### src/rtl/segment_sweep_convex_brushes_core_macros.svh
// Assertion helpers for the segment sweep core.
`ifndef SEGMENT_SWEEP_CONVEX_BRUSHES_CORE_MACROS_SVH
`define SEGMENT_SWEEP_CONVEX_BRUSHES_CORE_MACROS_SVH

// Implication checked every cycle outside reset.
`define SSCB_ASSERT_IMP(label, clk, rst, ante, cons, msg) \
  label: assert property (@(posedge clk) disable iff (rst) (ante) |-> (cons)) \
    else $error(msg);

// Next-cycle implication checked outside reset.
`define SSCB_ASSERT_NEXT(label, clk, rst, ante, cons, msg) \
  label: assert property (@(posedge clk) disable iff (rst) (ante) |=> (cons)) \
    else $error(msg);

`endif

### src/rtl/sscb_pkg.sv
`timescale 1ns / 1ps
package sscb_pkg;
  localparam int CoordWidth = 32;
  localparam int NormalWidth = 16;
  localparam int FractionBits = 16;
  localparam logic [15:0] EpsReset = 16'd7;

  localparam logic [1:0] KIND_START = 2'd0;
  localparam logic [1:0] KIND_END = 2'd1;
  localparam logic [1:0] KIND_FACE = 2'd2;
  localparam logic [1:0] KIND_NONE = 2'd3;

  typedef enum logic [3:0] {
    ST_IDLE, ST_DOT1, ST_DOT2, ST_DIV, ST_FACE, ST_CLOSE,
    ST_STOP, ST_STOP_ADD, ST_OUT
  } ctl_state_t;

  typedef struct packed {
    logic load_start;
    logic load_end;
    logic load_face;
    logic dot1;
    logic dot2;
    logic div_start;
    logic face_update;
    logic brush_close;
    logic stop_mul;
    logic stop_add;
    logic out_load;
    logic clear_query;
  } ctl_cmd_t;

  typedef struct packed {
    logic face_skip;
    logic need_div;
    logic div_done;
  } dp_status_t;
endpackage

### src/rtl/sscb_ctrl.sv
`timescale 1ns / 1ps
`include "segment_sweep_convex_brushes_core_macros.svh"
module sscb_ctrl (
  input  logic clk,
  input  logic rst,
  input  logic in_valid,
  output logic in_ready,
  input  logic [1:0] kind,
  input  logic last_face,
  input  logic last_query,
  input  logic out_ready,
  output logic out_valid,
  input  sscb_pkg::dp_status_t status,
  output sscb_pkg::ctl_cmd_t cmd
);
  import sscb_pkg::*;
  ctl_state_t state, state_next;
  logic close_req, query_req, close_next, query_next;
  logic out_pending, out_set;
  logic acc;

  assign acc = in_valid && in_ready;
  assign out_valid = out_pending;

  always_ff @(posedge clk) begin
    if (rst) begin
      state <= ST_IDLE; close_req <= 1'b0; query_req <= 1'b0; out_pending <= 1'b0;
    end else begin
      state <= state_next; close_req <= close_next; query_req <= query_next;
      if (out_set) out_pending <= 1'b1;
      else if (out_pending && out_ready) out_pending <= 1'b0;
    end
  end

  always_comb begin
    state_next = state;
    cmd = '0;
    close_next = close_req;
    query_next = query_req;
    out_set = 1'b0;
    in_ready = 1'b0;
    unique case (state)
      ST_IDLE: begin
        in_ready = 1'b1;
        if (acc) begin
          close_next = last_face || last_query;
          query_next = last_query;
          unique case (kind)
            KIND_START: begin
              cmd.load_start = 1'b1;
              if (last_query) state_next = ST_STOP;
            end
            KIND_END: begin
              cmd.load_end = 1'b1;
              if (last_query) state_next = ST_STOP;
            end
            KIND_FACE: begin
              cmd.load_face = 1'b1;
              state_next = ST_DOT1;
            end
            default: begin
              close_next = 1'b0;
              query_next = 1'b0;
            end
          endcase
        end
      end
      ST_DOT1: begin
        cmd.dot1 = 1'b1;
        state_next = ST_DOT2;
      end
      ST_DOT2: begin
        cmd.dot2 = 1'b1;
        state_next = ST_DIV;
      end
      ST_DIV: begin
        if (!status.face_skip && status.need_div) begin
          cmd.div_start = 1'b1;
          state_next = ST_FACE;
        end else begin
          cmd.face_update = 1'b1;
          state_next = close_req ? ST_CLOSE : ST_IDLE;
        end
      end
      ST_FACE: begin
        if (status.div_done) begin
          cmd.face_update = 1'b1;
          state_next = close_req ? ST_CLOSE : ST_IDLE;
        end
      end
      ST_CLOSE: begin
        cmd.brush_close = 1'b1;
        state_next = query_req ? ST_STOP : ST_IDLE;
      end
      ST_STOP: begin
        if (!out_pending) begin
          cmd.stop_mul = 1'b1;
          state_next = ST_STOP_ADD;
        end
      end
      ST_STOP_ADD: begin
        cmd.stop_add = 1'b1;
        cmd.out_load = 1'b1;
        state_next = ST_OUT;
      end
      ST_OUT: begin
        out_set = 1'b1;
        cmd.clear_query = 1'b1;
        state_next = ST_IDLE;
      end
      default: state_next = ST_IDLE;
    endcase
  end

  `SSCB_ASSERT_IMP(a_ready_idle, clk, rst, in_ready, state == ST_IDLE, "ready outside idle")
  `SSCB_ASSERT_NEXT(a_out_set, clk, rst, out_set, out_valid, "result not raised")
  `SSCB_ASSERT_IMP(a_no_overwrite, clk, rst, cmd.out_load, !out_pending, "result overwritten")
  `SSCB_ASSERT_NEXT(a_face_dot, clk, rst, cmd.load_face, state == ST_DOT1, "face skipped dot")
endmodule
### config.mk
export PLATFORM = sky130hd
export DESIGN_NAME = sscb_ctrl
export DESIGN_NICKNAME = d
export VERILOG_FILES = /design/src/rtl/sscb_pkg.sv /design/src/rtl/sscb_ctrl.sv
export VERILOG_INCLUDE_DIRS = /design/src /design/src/rtl
export SDC_FILE = /design/constraint.sdc
export NUM_CORES = 1
export LEC_CHECK = 0
export ABC_CLOCK_PERIOD_IN_PS = 3100
export BUFFER_PORTS_ARGS = -buffer_cell sky130_fd_sc_hd__buf_2
export CORE_AREA = 2 2 39 41
export DETAILED_ROUTE_END_ITERATION = 6
export DIE_AREA = 0 0 41 43
export GPL_TIMING_DRIVEN = 0
export PLACE_DENSITY = 0.74
export SYNTH_ARGS = -nofsm -noshare
export SYNTH_HDL_FRONTEND = slang
export SYNTH_SLANG_ARGS = --single-unit
### constraint.sdc
create_clock -name clk -period 3.1 [get_ports clk]
set_clock_uncertainty 0.1 [all_clocks]
set_input_delay 0.31 -clock clk [delete_from_list [all_inputs] [get_ports clk]]
set_output_delay 0.31 -clock clk [all_outputs]
set_load 0.05 [all_outputs]
==> impl_metrics.prom <==
# TYPE chip_impl_metric gauge
chip_impl_info{name="worstSetupEndpointType",value="output pin"} 1
chip_impl_metric{name="grt_antenna_before_repair",unit=""} 0
chip_impl_metric{name="placed_area",unit="um2"} 716.9
chip_impl_metric{name="io_pins",unit=""} 25
chip_impl_metric{name="worst-slew-pin-transition",unit="ns"} 0.5088
chip_impl_metric{name="fraction_of_layout_cells_with_a_size_suffix_above_1",unit="%"} 44.90
chip_impl_metric{name="port_buffers",unit=""} 24
chip_impl_info{name="clock_tree_from_tritoncts",value="done"} 1
chip_impl_info{name="synthTopCellsByArea",value="sky130_fd_sc_hd__dfxtp_1 24%, sky130_fd_sc_hd__a21oi_1 6.9%, sky130_fd_sc_hd__nor3_1 6.1%"} 1
chip_impl_metric{name="synth.lib_cells_used.distinct",unit=""} 32
chip_impl_metric{name="syn_area_per_cell",unit="um2"} 8.240
chip_impl_metric{name="synth_top_area_share",unit="%"} 24.30
chip_impl_metric{name="cp_data_arrival_time",unit="ns"} 1.81
chip_impl_metric{name="largest_net_degree_at_the_start_of_global_routing",unit=""} 11
chip_impl_info{name="rsz0062_at_grt",value="false"} 1
chip_impl_metric{name="timing_hold_violations_final",unit=""} 0
chip_impl_metric{name="cts_buffers",unit=""} 3
chip_impl_info{name="regToRegStartpoint",value="state[0]"} 1
chip_impl_metric{name="drt_first_pass_iters",unit=""} 4
chip_impl_metric{name="holdWs",unit="ns"} 0.2157
chip_impl_metric{name="r2r_cells",unit=""} 4
chip_impl_metric{name="cts_htree_levels",unit=""} 1
chip_impl_metric{name="p_leak",unit="nW"} 0.3283
chip_impl_metric{name="drt_drc_violations_left",unit=""} 0
chip_impl_metric{name="critical_path.max_fanout",unit=""} 10
chip_impl_metric{name="finalWeightedCongestion",unit=""} 0.7899
chip_impl_metric{name="synth_sequential_area_ratio",unit="%"} 24.30
chip_impl_metric{name="timing.critical_path.required",unit="ns"} 2.69
chip_impl_info{name="regToRegEndpoint",value="state[1]"} 1
chip_impl_metric{name="final-max-slew-violation-count",unit=""} 0
chip_impl_metric{name="first_iter_violations",unit=""} 7
chip_impl_metric{name="grt_remaining_overflow",unit=""} 0
chip_impl_metric{name="netlist_area",unit="um2"} 576.8
chip_impl_metric{name="die_h",unit="um"} 43
chip_impl_metric{name="layout.nets",unit=""} 110
chip_impl_info{name="synth.largest_area_cell",value="sky130_fd_sc_hd__dfxtp_1"} 1
chip_impl_metric{name="cts_resized",unit=""} 0
chip_impl_metric{name="ant_nets",unit=""} 0
chip_impl_metric{name="post-layout-total-power",unit="mW"} 0.6398
chip_impl_metric{name="synth-edff-count",unit=""} 0
chip_impl_metric{name="drv_cap",unit=""} 0
chip_impl_metric{name="setup_slack",unit="ns"} 0.8812
chip_impl_metric{name="grt_pass1_wl",unit="um"} 2014
chip_impl_metric{name="layout_worst_path_cycle_share",unit="%"} 71.57
chip_impl_metric{name="synth_cells",unit=""} 70
chip_impl_metric{name="die_area",unit="mm2"} 0.001763
chip_impl_metric{name="setup_viols_final",unit=""} 0
chip_impl_metric{name="synth_seq_cells",unit=""} 7
chip_impl_metric{name="floorplan.initialDensity",unit="%"} 41.68
chip_impl_metric{name="setup.reg_to_reg.worst_slack",unit="ns"} 1.56
chip_impl_metric{name="fp.coreArea",unit="mm2"} 0.001384
chip_impl_metric{name="clk_lat_worst_skew",unit="ns"} 0.26
chip_impl_metric{name="final_area",unit="um2"} 743.2
chip_impl_metric{name="dp_hpwl",unit="um"} 1042
chip_impl_metric{name="wl",unit="um"} 1368
chip_impl_metric{name="cts.sinks",unit=""} 7
chip_impl_metric{name="cts.hold.buffers_added",unit=""} 0
chip_impl_metric{name="postLayoutCoreUtil",unit="%"} 53.71
chip_impl_info{name="min_delay_worst_endpoint",value="close_req"} 1
chip_impl_info{name="netlist_top_cells_count",value="8 x sky130_fd_sc_hd__a21oi_1, 7 x sky130_fd_sc_hd__dfxtp_1, 7 x sky130_fd_sc_hd__nor3_1, 5 x sky130_fd_sc_hd__nand2b_1"} 1
chip_impl_metric{name="synth_nets",unit=""} 81
chip_impl_metric{name="worstHoldPathCells",unit=""} 2
chip_impl_metric{name="cts.repair_timing.setup_buffer_count",unit=""} 0
chip_impl_metric{name="postSynth.asyncResetShare",unit="%"} 0
chip_impl_metric{name="grt_usage",unit="%"} 16.90
chip_impl_metric{name="path_clk_slew",unit="ns"} 0.05
chip_impl_metric{name="yosysWarnings",unit=""} 0
chip_impl_info{name="worstSetupStartpointType",value="flop"} 1
chip_impl_metric{name="minimum_clock_period_after_layout",unit="ns"} 2.219
chip_impl_metric{name="syn_to_final_growth",unit="%"} 28.85
chip_impl_metric{name="max_slew_margin",unit="%"} 65.82
chip_impl_metric{name="cts.path.max_buffers",unit=""} 2
chip_impl_metric{name="power.ir.vdd_worst",unit="mV"} 0.3673
chip_impl_metric{name="rows",unit=""} 14
chip_impl_metric{name="antenna_cells_inserted",unit=""} 0
chip_impl_metric{name="max_clock_freq",unit="GHz"} 0.4507
chip_impl_info{name="status",value="completed"} 1
chip_impl_info{name="synthMostInstantiatedCell",value="sky130_fd_sc_hd__a21oi_1"} 1
chip_impl_metric{name="total_vias_in_the_final_route",unit=""} 642
chip_impl_metric{name="first_global_vias",unit=""} 502
chip_impl_metric{name="place_inst",unit=""} 110
chip_impl_metric{name="power_density",unit="mW/mm2"} 860.9
chip_impl_metric{name="timing.setup.tns",unit="ns"} 0
chip_impl_info{name="timing_worst_setup_path_type",value="flop to output pin"} 1
chip_impl_info{name="hold_path_startpoint",value="rst"} 1
chip_impl_metric{name="avg_vias_per_cell",unit=""} 5.632
chip_impl_info{name="min_path_type",value="input port to flop"} 1
chip_impl_metric{name="final_cells",unit=""} 114
chip_impl_metric{name="routedWlPerCell",unit="um"} 12.00
chip_impl_metric{name="dp_slack",unit="ns"} 1.177
chip_impl_info{name="cell_at_the_root_of_the_clock_tree",value="sky130_fd_sc_hd__clkbuf_4"} 1
chip_impl_metric{name="die-width",unit="um"} 41
chip_impl_info{name="synth-main-ff-cell",value="sky130_fd_sc_hd__dfxtp_1"} 1
==> flip-flops by register name, indices dropped and copies added (netlist names) <==
signal,cells
query_req,1
close_req,1
state,4
out_valid,1
==> worst max-delay path, cell delays in order (launching register included) <==
cell                      delay [ns]
sky130_fd_sc_hd__dfxtp_1        0.31
sky130_fd_sc_hd__buf_6          0.14
sky130_fd_sc_hd__nor4_4         0.50
sky130_fd_sc_hd__nand2_2        0.15
sky130_fd_sc_hd__nor3b_2        0.16
sky130_fd_sc_hd__buf_2          0.28
==> power by group <==
group / internal (mW) / total, mW / switching, mW
clock: 0.0494 / 0.0880 / 0.0386
sequential: 0.111 / 0.132 / 0.0206
combinational: 0.142 / 0.420 / 0.278
==> cell type report <==
cell class | count | area (um2)
fillers | 134 | 640.6
multi-input cells | 55 | 381.6
repair buffers | 24 | 120.1
flip-flops and latches | 7 | 140.1
well taps | 16 | 20.02
plain buffers | 6 | 47.55
clock buffers | 4 | 26.28
inverters | 2 | 7.507
==> kinds of logic after synthesis <==
kind of cell    share of synthesized area (%)
compound gates                          22.78
simple gates                            43.38
buf+inv                                 9.544
flops                                   24.29
==> cell usage in the layout, fill, tap and decap left out, types with 2 or more instances in the layout <==
master / count
sky130_fd_sc_hd__buf_2: 26
sky130_fd_sc_hd__dfxtp_1: 7
sky130_fd_sc_hd__clkbuf_4: 3
sky130_fd_sc_hd__nand2_1: 4
sky130_fd_sc_hd__a21oi_1: 8
sky130_fd_sc_hd__nand3b_1: 4
sky130_fd_sc_hd__inv_1: 2
sky130_fd_sc_hd__nor3_1: 7
sky130_fd_sc_hd__nor2_1: 4
sky130_fd_sc_hd__buf_4: 2
sky130_fd_sc_hd__nand2b_1: 5
sky130_fd_sc_hd__a2111oi_2: 2
sky130_fd_sc_hd__buf_6: 2
sky130_fd_sc_hd__o21ai_0: 2
==> worst max path at each step <==
| stage | start | slack (ns) | to | depth (start not counted) |
|---|---|---|---|---|
| 3_3_place_gp | state[2] | 1.21 | cmd[10] | 5 |
| 2_1_floorplan | state[2] | 0.18 | cmd[11] | 4 |
| 6_report | state[2] | 0.88 | cmd[10] | 5 |
| 4_1_cts | state[2] | 0.89 | cmd[10] | 5 |
| 5_1_grt | state[2] | 0.81 | cmd[10] | 5 |
| 3_5_place_dp | state[2] | 1.18 | cmd[10] | 5 |
==> metal layers <==
layer  vias to the layer above  wire length [um]  GRT usage, %
li1                        317                 -             -
met1                       295               581         20.39
met2                        25               676         26.25
met3                         5                65         1.571
met4                         0                45         12.00
met5                         -                 0             0
Power figures use the tool's default switching activity.
